==> src/design/idw_pkg.sv <==
// Package for the display I2C write master: request codes, item and result
// structs, sequencer phase encoding and the line levels for each phase.
// No dependencies.
package idw_pkg;

    localparam logic [7:0] ADDR_PRIMARY   = 8'h78;
    localparam logic [7:0] ADDR_ALTERNATE = 8'h7A;
    localparam logic [7:0] CTRL_COMMAND   = 8'h00;
    localparam logic [7:0] CTRL_DATA      = 8'h40;

    typedef enum logic [1:0] {
        FUNC_TICK  = 2'd0,
        FUNC_CMD   = 2'd1,
        FUNC_DATA  = 2'd2,
        FUNC_PROBE = 2'd3
    } t_func;

    typedef struct packed {
        t_func      func;
        logic [7:0] payload;
        logic       sda;
    } t_item;

    typedef struct packed {
        logic scl;
        logic sda;
        logic busy;
        logic done;
        logic nack;
        logic alt;
    } t_res;

    typedef enum logic [11:0] {
        PH_IDLE   = 12'b0000_0000_0001,
        PH_START1 = 12'b0000_0000_0010,
        PH_START2 = 12'b0000_0000_0100,
        PH_START3 = 12'b0000_0000_1000,
        PH_START4 = 12'b0000_0001_0000,
        PH_BIT_LO = 12'b0000_0010_0000,
        PH_BIT_HI = 12'b0000_0100_0000,
        PH_ACK_LO = 12'b0000_1000_0000,
        PH_ACK_HI = 12'b0001_0000_0000,
        PH_STOP1  = 12'b0010_0000_0000,
        PH_STOP2  = 12'b0100_0000_0000,
        PH_STOP3  = 12'b1000_0000_0000
    } t_phase;

    // {scl, sda} driven during a phase
    function automatic logic [1:0] line_levels(input t_phase phase, input logic bitv);
        logic [1:0] lv;
        case (phase)
            PH_START3: lv = 2'b10;
            PH_START4: lv = 2'b00;
            PH_BIT_LO: lv = {1'b0, bitv};
            PH_BIT_HI: lv = {1'b1, bitv};
            PH_ACK_LO: lv = 2'b01;
            PH_STOP1:  lv = 2'b00;
            PH_STOP2:  lv = 2'b10;
            default:   lv = 2'b11;
        endcase
        return lv;
    endfunction

endpackage

==> src/design/i2c_display_write_master.sv <==
// I2C display write master, one result per input item.
// A result is formed when the sequencer takes its item, then waits in the result queue until popped.
// Throughput: one item per cycle while the result queue has room, set by the single-step sequencer.
// Two-entry queues sit before and after the sequencer.
// Reset: synchronous active-low; clears both queues and returns the bus to idle
// with address 0x78 selected.
module i2c_display_write_master (
    input  logic       i_clk,
    input  logic       i_rst_n,
    input  logic       push,
    output logic       full,
    input  logic [1:0] i_func,
    input  logic [7:0] i_payload_byte,
    input  logic       i_sda_level,
    output logic       empty,
    input  logic       pop,
    output logic       o_scl_level,
    output logic       o_sda_drive,
    output logic       o_busy_res,
    output logic       o_done_res,
    output logic       o_ack_missing,
    output logic       o_address_alternate
);
    import idw_pkg::*;

    t_item item;
    logic  item_valid;
    logic  take;
    t_res  res;
    t_res  res_out;
    logic  res_full;

    idw_front u_front (
        .i_clk          (i_clk),
        .i_rst_n        (i_rst_n),
        .i_push         (push),
        .i_func         (i_func),
        .i_payload_byte (i_payload_byte),
        .i_sda_level    (i_sda_level),
        .o_full         (full),
        .i_take         (take),
        .o_valid        (item_valid),
        .o_item         (item)
    );

    idw_seq u_seq (
        .i_clk      (i_clk),
        .i_rst_n    (i_rst_n),
        .i_valid    (item_valid),
        .i_item     (item),
        .i_res_full (res_full),
        .o_take     (take),
        .o_res      (res)
    );

    idw_fifo #(.WIDTH($bits(t_res))) u_res_queue (
        .i_clk   (i_clk),
        .i_rst_n (i_rst_n),
        .i_push  (take),
        .i_data  (res),
        .o_full  (res_full),
        .i_pop   (pop),
        .o_data  (res_out),
        .o_empty (empty)
    );

    assign o_scl_level         = res_out.scl;
    assign o_sda_drive         = res_out.sda;
    assign o_busy_res          = res_out.busy;
    assign o_done_res          = res_out.done;
    assign o_ack_missing       = res_out.nack;
    assign o_address_alternate = res_out.alt;

endmodule

==> src/design/idw_fifo.sv <==
// Two-entry queue with push/full and pop/empty sides.
// Used between the front end and the sequencer, and for results.
module idw_fifo #(
    parameter int WIDTH = 8
) (
    input  logic             i_clk,
    input  logic             i_rst_n,
    input  logic             i_push,
    input  logic [WIDTH-1:0] i_data,
    output logic             o_full,
    input  logic             i_pop,
    output logic [WIDTH-1:0] o_data,
    output logic             o_empty
);
    logic [WIDTH-1:0] r_mem [2];
    logic             r_wr_ptr;
    logic             r_rd_ptr;
    logic [1:0]       r_count;
    logic             wr_en;
    logic             rd_en;

    assign o_full  = (r_count == 2'd2);
    assign o_empty = (r_count == 2'd0);
    assign wr_en   = i_push && !o_full;
    assign rd_en   = i_pop && !o_empty;
    assign o_data  = r_mem[r_rd_ptr];

    always_ff @(posedge i_clk) begin
        if (wr_en) begin
            r_mem[r_wr_ptr] <= i_data;
        end
    end

    always_ff @(posedge i_clk) begin
        if (!i_rst_n) begin
            r_wr_ptr <= 1'b0;
            r_rd_ptr <= 1'b0;
            r_count  <= 2'd0;
        end else begin
            if (wr_en) begin
                r_wr_ptr <= ~r_wr_ptr;
            end
            if (rd_en) begin
                r_rd_ptr <= ~r_rd_ptr;
            end
            case ({wr_en, rd_en})
                2'b10:   r_count <= r_count + 2'd1;
                2'b01:   r_count <= r_count - 2'd1;
                default: r_count <= r_count;
            endcase
        end
    end

endmodule

==> src/design/idw_front.sv <==
// Front end: takes input transactions, decodes the request code and queues
// the item for the sequencer. Depends on idw_pkg and idw_fifo.
module idw_front (
    input  logic          i_clk,
    input  logic          i_rst_n,
    input  logic          i_push,
    input  logic [1:0]    i_func,
    input  logic [7:0]    i_payload_byte,
    input  logic          i_sda_level,
    output logic          o_full,
    input  logic          i_take,
    output logic          o_valid,
    output idw_pkg::t_item o_item
);
    import idw_pkg::*;

    t_item item_in;
    logic  empty;

    always_comb begin
        item_in.func    = t_func'(i_func);
        item_in.payload = i_payload_byte;
        // sampled level only matters on ticks
        item_in.sda     = (t_func'(i_func) == FUNC_TICK) ? i_sda_level : 1'b1;
    end

    idw_fifo #(.WIDTH($bits(t_item))) u_queue (
        .i_clk   (i_clk),
        .i_rst_n (i_rst_n),
        .i_push  (i_push),
        .i_data  (item_in),
        .o_full  (o_full),
        .i_pop   (i_take),
        .o_data  (o_item),
        .o_empty (empty)
    );

    assign o_valid = !empty;

endmodule

==> src/design/idw_seq.sv <==
// Bus sequencer: one bus phase step per tick item, a request item starting a
// transfer when idle; produces the line levels and status for each item. Depends on idw_pkg.
module idw_seq (
    input  logic           i_clk,
    input  logic           i_rst_n,
    input  logic           i_valid,
    input  idw_pkg::t_item i_item,
    input  logic           i_res_full,
    output logic           o_take,
    output idw_pkg::t_res  o_res
);
    import idw_pkg::*;

    t_phase     r_phase,  n_phase;
    t_func      r_kind,   n_kind;
    logic [1:0] r_byte,   n_byte;
    logic [2:0] r_bit,    n_bit;
    logic [7:0] r_shift,  n_shift;
    logic [7:0] r_held,   n_held;
    logic       r_nack,   n_nack;
    logic       r_alt,    n_alt;
    logic       r_second, n_second;
    logic       done;
    logic [1:0] lv;

    assign o_take = i_valid && !i_res_full;

    always_comb begin
        n_phase  = r_phase;
        n_kind   = r_kind;
        n_byte   = r_byte;
        n_bit    = r_bit;
        n_shift  = r_shift;
        n_held   = r_held;
        n_nack   = r_nack;
        n_alt    = r_alt;
        n_second = r_second;
        done     = 1'b0;
        if (o_take) begin
            if (i_item.func == FUNC_TICK) begin
                case (r_phase)
                    PH_START1: n_phase = PH_START2;
                    PH_START2: n_phase = PH_START3;
                    PH_START3: n_phase = PH_START4;
                    PH_START4: begin
                        n_bit   = 3'd0;
                        n_phase = PH_BIT_LO;
                    end
                    PH_BIT_LO: n_phase = PH_BIT_HI;
                    PH_BIT_HI: begin
                        n_shift = {r_shift[6:0], 1'b0};
                        if (r_bit == 3'd7) begin
                            n_phase = PH_ACK_LO;
                        end else begin
                            n_bit   = r_bit + 3'd1;
                            n_phase = PH_BIT_LO;
                        end
                    end
                    PH_ACK_LO: n_phase = PH_ACK_HI;
                    PH_ACK_HI: begin
                        if (i_item.sda) begin
                            n_nack = 1'b1;
                        end
                        if (r_kind == FUNC_PROBE) begin
                            // keep the alternate address only if it answered
                            if (!i_item.sda && r_second) begin
                                n_alt = 1'b1;
                            end
                            n_phase = PH_STOP1;
                        end else if (r_byte < 2'd2) begin
                            n_byte  = r_byte + 2'd1;
                            if (r_byte == 2'd0) begin
                                n_shift = (r_kind == FUNC_CMD) ? CTRL_COMMAND : CTRL_DATA;
                            end else begin
                                n_shift = r_held;
                            end
                            n_bit   = 3'd0;
                            n_phase = PH_BIT_LO;
                        end else begin
                            n_phase = PH_STOP1;
                        end
                    end
                    PH_STOP1: n_phase = PH_STOP2;
                    PH_STOP2: n_phase = PH_STOP3;
                    PH_STOP3: begin
                        if (r_kind == FUNC_PROBE && !r_second && r_nack) begin
                            // retry the probe at the alternate address
                            n_second = 1'b1;
                            n_nack   = 1'b0;
                            n_shift  = ADDR_ALTERNATE;
                            n_byte   = 2'd0;
                            n_bit    = 3'd0;
                            n_phase  = PH_START1;
                        end else begin
                            n_phase = PH_IDLE;
                            done    = 1'b1;
                        end
                    end
                    default: n_phase = PH_IDLE;
                endcase
            end else if (r_phase == PH_IDLE) begin
                n_kind   = i_item.func;
                n_held   = i_item.payload;
                n_nack   = 1'b0;
                n_second = 1'b0;
                n_byte   = 2'd0;
                n_bit    = 3'd0;
                if (i_item.func == FUNC_PROBE) begin
                    n_alt   = 1'b0;
                    n_shift = ADDR_PRIMARY;
                end else begin
                    n_shift = r_alt ? ADDR_ALTERNATE : ADDR_PRIMARY;
                end
                n_phase  = PH_START1;
            end
        end
    end

    always_comb begin
        lv         = line_levels(n_phase, n_shift[7]);
        o_res.scl  = lv[1];
        o_res.sda  = lv[0];
        o_res.busy = (n_phase != PH_IDLE);
        o_res.done = done;
        o_res.nack = n_nack;
        o_res.alt  = n_alt;
    end

    always_ff @(posedge i_clk) begin
        if (!i_rst_n) begin
            r_phase  <= PH_IDLE;
            r_kind   <= FUNC_TICK;
            r_byte   <= 2'd0;
            r_bit    <= 3'd0;
            r_shift  <= 8'd0;
            r_held   <= 8'd0;
            r_nack   <= 1'b0;
            r_alt    <= 1'b0;
            r_second <= 1'b0;
        end else begin
            r_phase  <= n_phase;
            r_kind   <= n_kind;
            r_byte   <= n_byte;
            r_bit    <= n_bit;
            r_shift  <= n_shift;
            r_held   <= n_held;
            r_nack   <= n_nack;
            r_alt    <= n_alt;
            r_second <= n_second;
        end
    end

endmodule

==> config.mk <==
export PLATFORM = sky130hd
export DESIGN_NAME = i2c_display_write_master
export DESIGN_NICKNAME = d
export VERILOG_FILES = /design/src/design/idw_pkg.sv /design/src/design/i2c_display_write_master.sv /design/src/design/idw_fifo.sv /design/src/design/idw_front.sv /design/src/design/idw_seq.sv
export SDC_FILE = /design/constraint.sdc
export NUM_CORES = 1
export LEC_CHECK = 0
export BUFFER_PORTS_ARGS = -buffer_cell sky130_fd_sc_hd__buf_2
export CAP_MARGIN = 20
export CORE_MARGIN = 4
export CORE_UTILIZATION = 40
export DETAILED_ROUTE_END_ITERATION = 8
export SLEW_MARGIN = 20
export SYNTH_ARGS = -nofsm -noshare
export SYNTH_HDL_FRONTEND = slang
export SYNTH_SLANG_ARGS = --single-unit
==> constraint.sdc <==
create_clock -name i_clk -period 3.2 [get_ports i_clk]
set_input_delay 0.32 -clock i_clk [delete_from_list [all_inputs] [get_ports i_clk]]
set_output_delay 0.32 -clock i_clk [all_outputs]
set_load 0.02 [all_outputs]
==> impl_metrics.csv <==
group,metric,value,unit
placed_design,dp_hpwl,7288,µm
logic_synthesis,ys_ff_latch,82,
logic_synthesis,seq_area_frac_synth,0.4720,
logic_synthesis,syn-instance-count,426,
finish,antenna_cells,0,
grt,grt_overflow,0,
timing,skew,0.01191,ns
logic_synthesis,syn_area,4199,µm²
detailed_routing,vias,3350,
worst_setup_path,worstPathRequired,3.31,ns
floorplanning,die_h,110.5,µm
detailed_routing,detail-route-antenna-nets,0,
floorplanning,core,10280,µm²
logic_synthesis,synth.distinct_cells,65,
detailed_routing,dr.pass1.iters,5,
worst_setup_path,critical_path.startpoint_type,"flop",
detailed_routing,wirelength,9828,µm
worst_setup_path,crit_path_end_kind,"flop",
finish,drive_above_1_share,0.1916,
timing,setup_viol,0,
run_status,status,"finished, final reports clean",
clock_network,ctsResizeCount,0,
worst_setup_path,criticalPathCategory,"reg -> reg",
clock_network,numCtsBuffers,9,
logic_synthesis,synth-edff-count,34,
timing,slew_headroom,0.3813,
floorplanning,rows,37,
timing,fmax,345.7,MHz
grt,grt_max_degree,20,
pwr,power_per_cell_area,761.8,nW/µm²
flow_run,max-cap-violations,0,
detailed_routing,wl_per_cell,16.66,µm
worst_setup_path,cp_max_fo,13,
floorplanning,initial_core_util,0.4086,
worst_hold_path,hold_class,"in -> reg",
logic_synthesis,ys.flop_type,"dfxtp_1",
timing,report.final.slew_viol_count,0,
clock_network,htreeDepth,3,
grt,grt_first_pass_wirelength,16430,µm
timing,hold_violations,0,
timing,min_period_over_period,0.9040,
detailed_routing,vias_per_cell,5.678,
grt,grt_usage,0.1646,
timing,tightest_slew,0.9247,ns
pwr,vdd_drop_max,323.0,µV
clock_network,clockRootBuffer,"clkbuf_8",
finish,nNetsFinal,469,
finish,areaGrowthSynthToFinish,10.94,%
placed_design,port_buffers,22,
clock_network,cts_tree,"yes",
pwr,p_leak,1.656,nW
clock_network,insertion_delay,0.36,ns
clock_network,clock_sinks,82,
timing,timing.final.crit_period,2.893,ns
grt,antenna_found_initial,0,
clock_network,path_clk_slew,0.09,ns
logic_synthesis,post_synth.cell_area_avg,9.857,µm²
worst_setup_path,arrival,3.00,ns
logic_synthesis,synthArstFlopShare,0,
detailed_routing,drc,0,
floorplanning,die_area,12200,µm²
logic_synthesis,ys_warn_count,0,
pwr,power,3.549,mW
timing,rsz0062_at_grt,"no",
grt,grt_pass1_vias,3224,
logic_synthesis,syn_nets,446,
finish,fin_util,0.4533,
clock_network,cts_hold_buf,0,
clock_network,cts_setup_buffers,0,
detailed_routing,drtIter0Drc,237,
placed_design,place.gp.congestion,0.9786,
timing,setup_tns,0,ns
clock_network,clockBufferDepth,2,
floorplanning,fp.dieW,110.5,µm
floorplanning,io_pins,23,
-- state kept, by name, indices dropped and copies added, names as in the netlist, 2 cells and up, named ones only --
signal,cells
u_front.u_queue.r_count,2
u_front.u_queue.r_mem,22
u_res_queue.r_count,2
u_res_queue.r_mem,12
u_seq.r_bit,3
u_seq.r_byte,2
u_seq.r_held,8
u_seq.r_kind,2
u_seq.r_phase,12
u_seq.r_shift,8
-- synthesized netlist by cell type (3+ instances only) --
cell type / count / area, µm²
a211oi_1: 12 / 90.09
dfxtp_1: 48 / 960.9
nor2_1: 63 / 236.5
xor2_1: 8 / 70.07
nor2b_1: 3 / 18.77
a31oi_1: 3 / 18.77
inv_1: 8 / 30.03
nor4b_1: 6 / 52.55
buf_6: 4 / 45.04
clkbuf_1: 11 / 41.29
edfxtp_1: 34 / 1021
nor4_1: 4 / 25.02
and3_1: 3 / 18.77
o21ai_1: 3 / 15.01
or4b_2: 3 / 30.03
nor3_1: 12 / 60.06
nand2b_1: 7 / 43.79
o21ai_0: 18 / 90.09
nand4_1: 8 / 50.05
mux2_2: 9 / 101.4
buf_2: 8 / 40.04
ha_1: 5 / 62.56
and2_1: 4 / 25.02
a21oi_1: 16 / 80.08
nand4b_1: 3 / 26.28
nand3_1: 7 / 35.03
o31ai_1: 3 / 22.52
xnor2_1: 6 / 52.55
mux2i_1: 16 / 160.2
a221o_1: 4 / 40.04
and4_1: 5 / 43.79
a22oi_1: 5 / 37.54
nand2_1: 29 / 108.9
or3_1: 3 / 18.77
-- kinds of logic (layout without fill, tap and decap cells) --
group           count (synthesis)  after routing  share of synthesized area
buf+inv                        33             61                    0.03933
compound gates                 84             84                     0.1389
fa+ha+maj                       5              5                    0.01490
flops                          82             82                     0.4720
mux                            25             25                    0.06228
simple gates                  183            183                     0.2434
xor+xnor                       14             14                    0.02920
-- area by class of cell --
| type | count | area (µm²) |
|---|---|---|
| multi-input cells | 311 | 2052 |
| fillers | 1036 | 5619 |
| clock buffers | 10 | 127.6 |
| well taps | 136 | 170.2 |
| inverters | 8 | 30.03 |
| flip-flops and latches | 82 | 1982 |
| repair buffers | 37 | 222.7 |
| clock inverters | 6 | 73.82 |
-- per-stage QoR --
| step | setup WS [ns] | area (µm²) | instances | hold slack, ns |
|---|---|---|---|---|
| after global placement | 0.4656 | 4457 | 574 | 0.4601 |
| after floorplan | 0.7426 | 4199 | 426 | 0.3819 |
| after global routing | 0.07954 | 4658 | 590 | 0.1195 |
| final | 0.3074 | 4658 | 590 | 0.1444 |
| after detailed placement | 0.3923 | 4457 | 574 | 0.4798 |
| after CTS | 0.3554 | 4658 | 590 | 0.1295 |
-- worst paths after layout --
kind                     startpoint                           to  slack [ns]  cells after the start
setup / recovery   u_seq.r_phase[6]      u_res_queue.r_mem[0][4]        0.31                      7
hold / removal    i_payload_byte[1]  u_front.u_queue.r_mem[1][2]        0.14                      1
setup reg to reg   u_seq.r_phase[6]      u_res_queue.r_mem[0][4]        0.31                      7
hold reg to reg      u_seq.r_bit[2]               u_seq.r_bit[2]        0.49                      2
-- layer usage --
layer,wire length (µm),share of wire,GRT usage,up-vias
met2,4565,0.46,0.2605,124
li1,-,-,-,1623
met5,0,0,0,-
met1,4406,0.45,0.2159,1577
met3,552,0.056,0.03836,26
met4,304,0.031,0.06897,0
-- critical path, stage by stage, from the launching register on --
cell,delay (ns)
dfxtp_1,0.45
nor4_2,0.62
nand3_1,0.34
o211ai_1,0.26
o211a_1,0.21
nor4b_2,0.35
o21ai_0,0.15
a32o_2,0.26
-- power by group --
part	total, mW	switching, mW	internal (mW)
clock	0.777	0.406	0.371
combinational	1.28	0.789	0.496
sequential	1.49	0.138	1.35
total	3.55	1.33	2.22
-- placed cells by master, fill, tap and decap left out, types with 8 or more instances in the layout --
master,netlist,routed
dfxtp_1,48,48
edfxtp_1,34,34
a211oi_1,12,12
inv_1,8,8
buf_4,0,15
clkbuf_8,0,9
a21oi_1,16,16
nor3_1,12,12
nor2_1,63,63
mux2_2,9,9
xor2_1,8,8
mux2i_1,16,16
nand4_1,8,8
buf_2,8,22
o21ai_0,18,18
nand2_1,29,29
(Power assumes the default switching activity.)
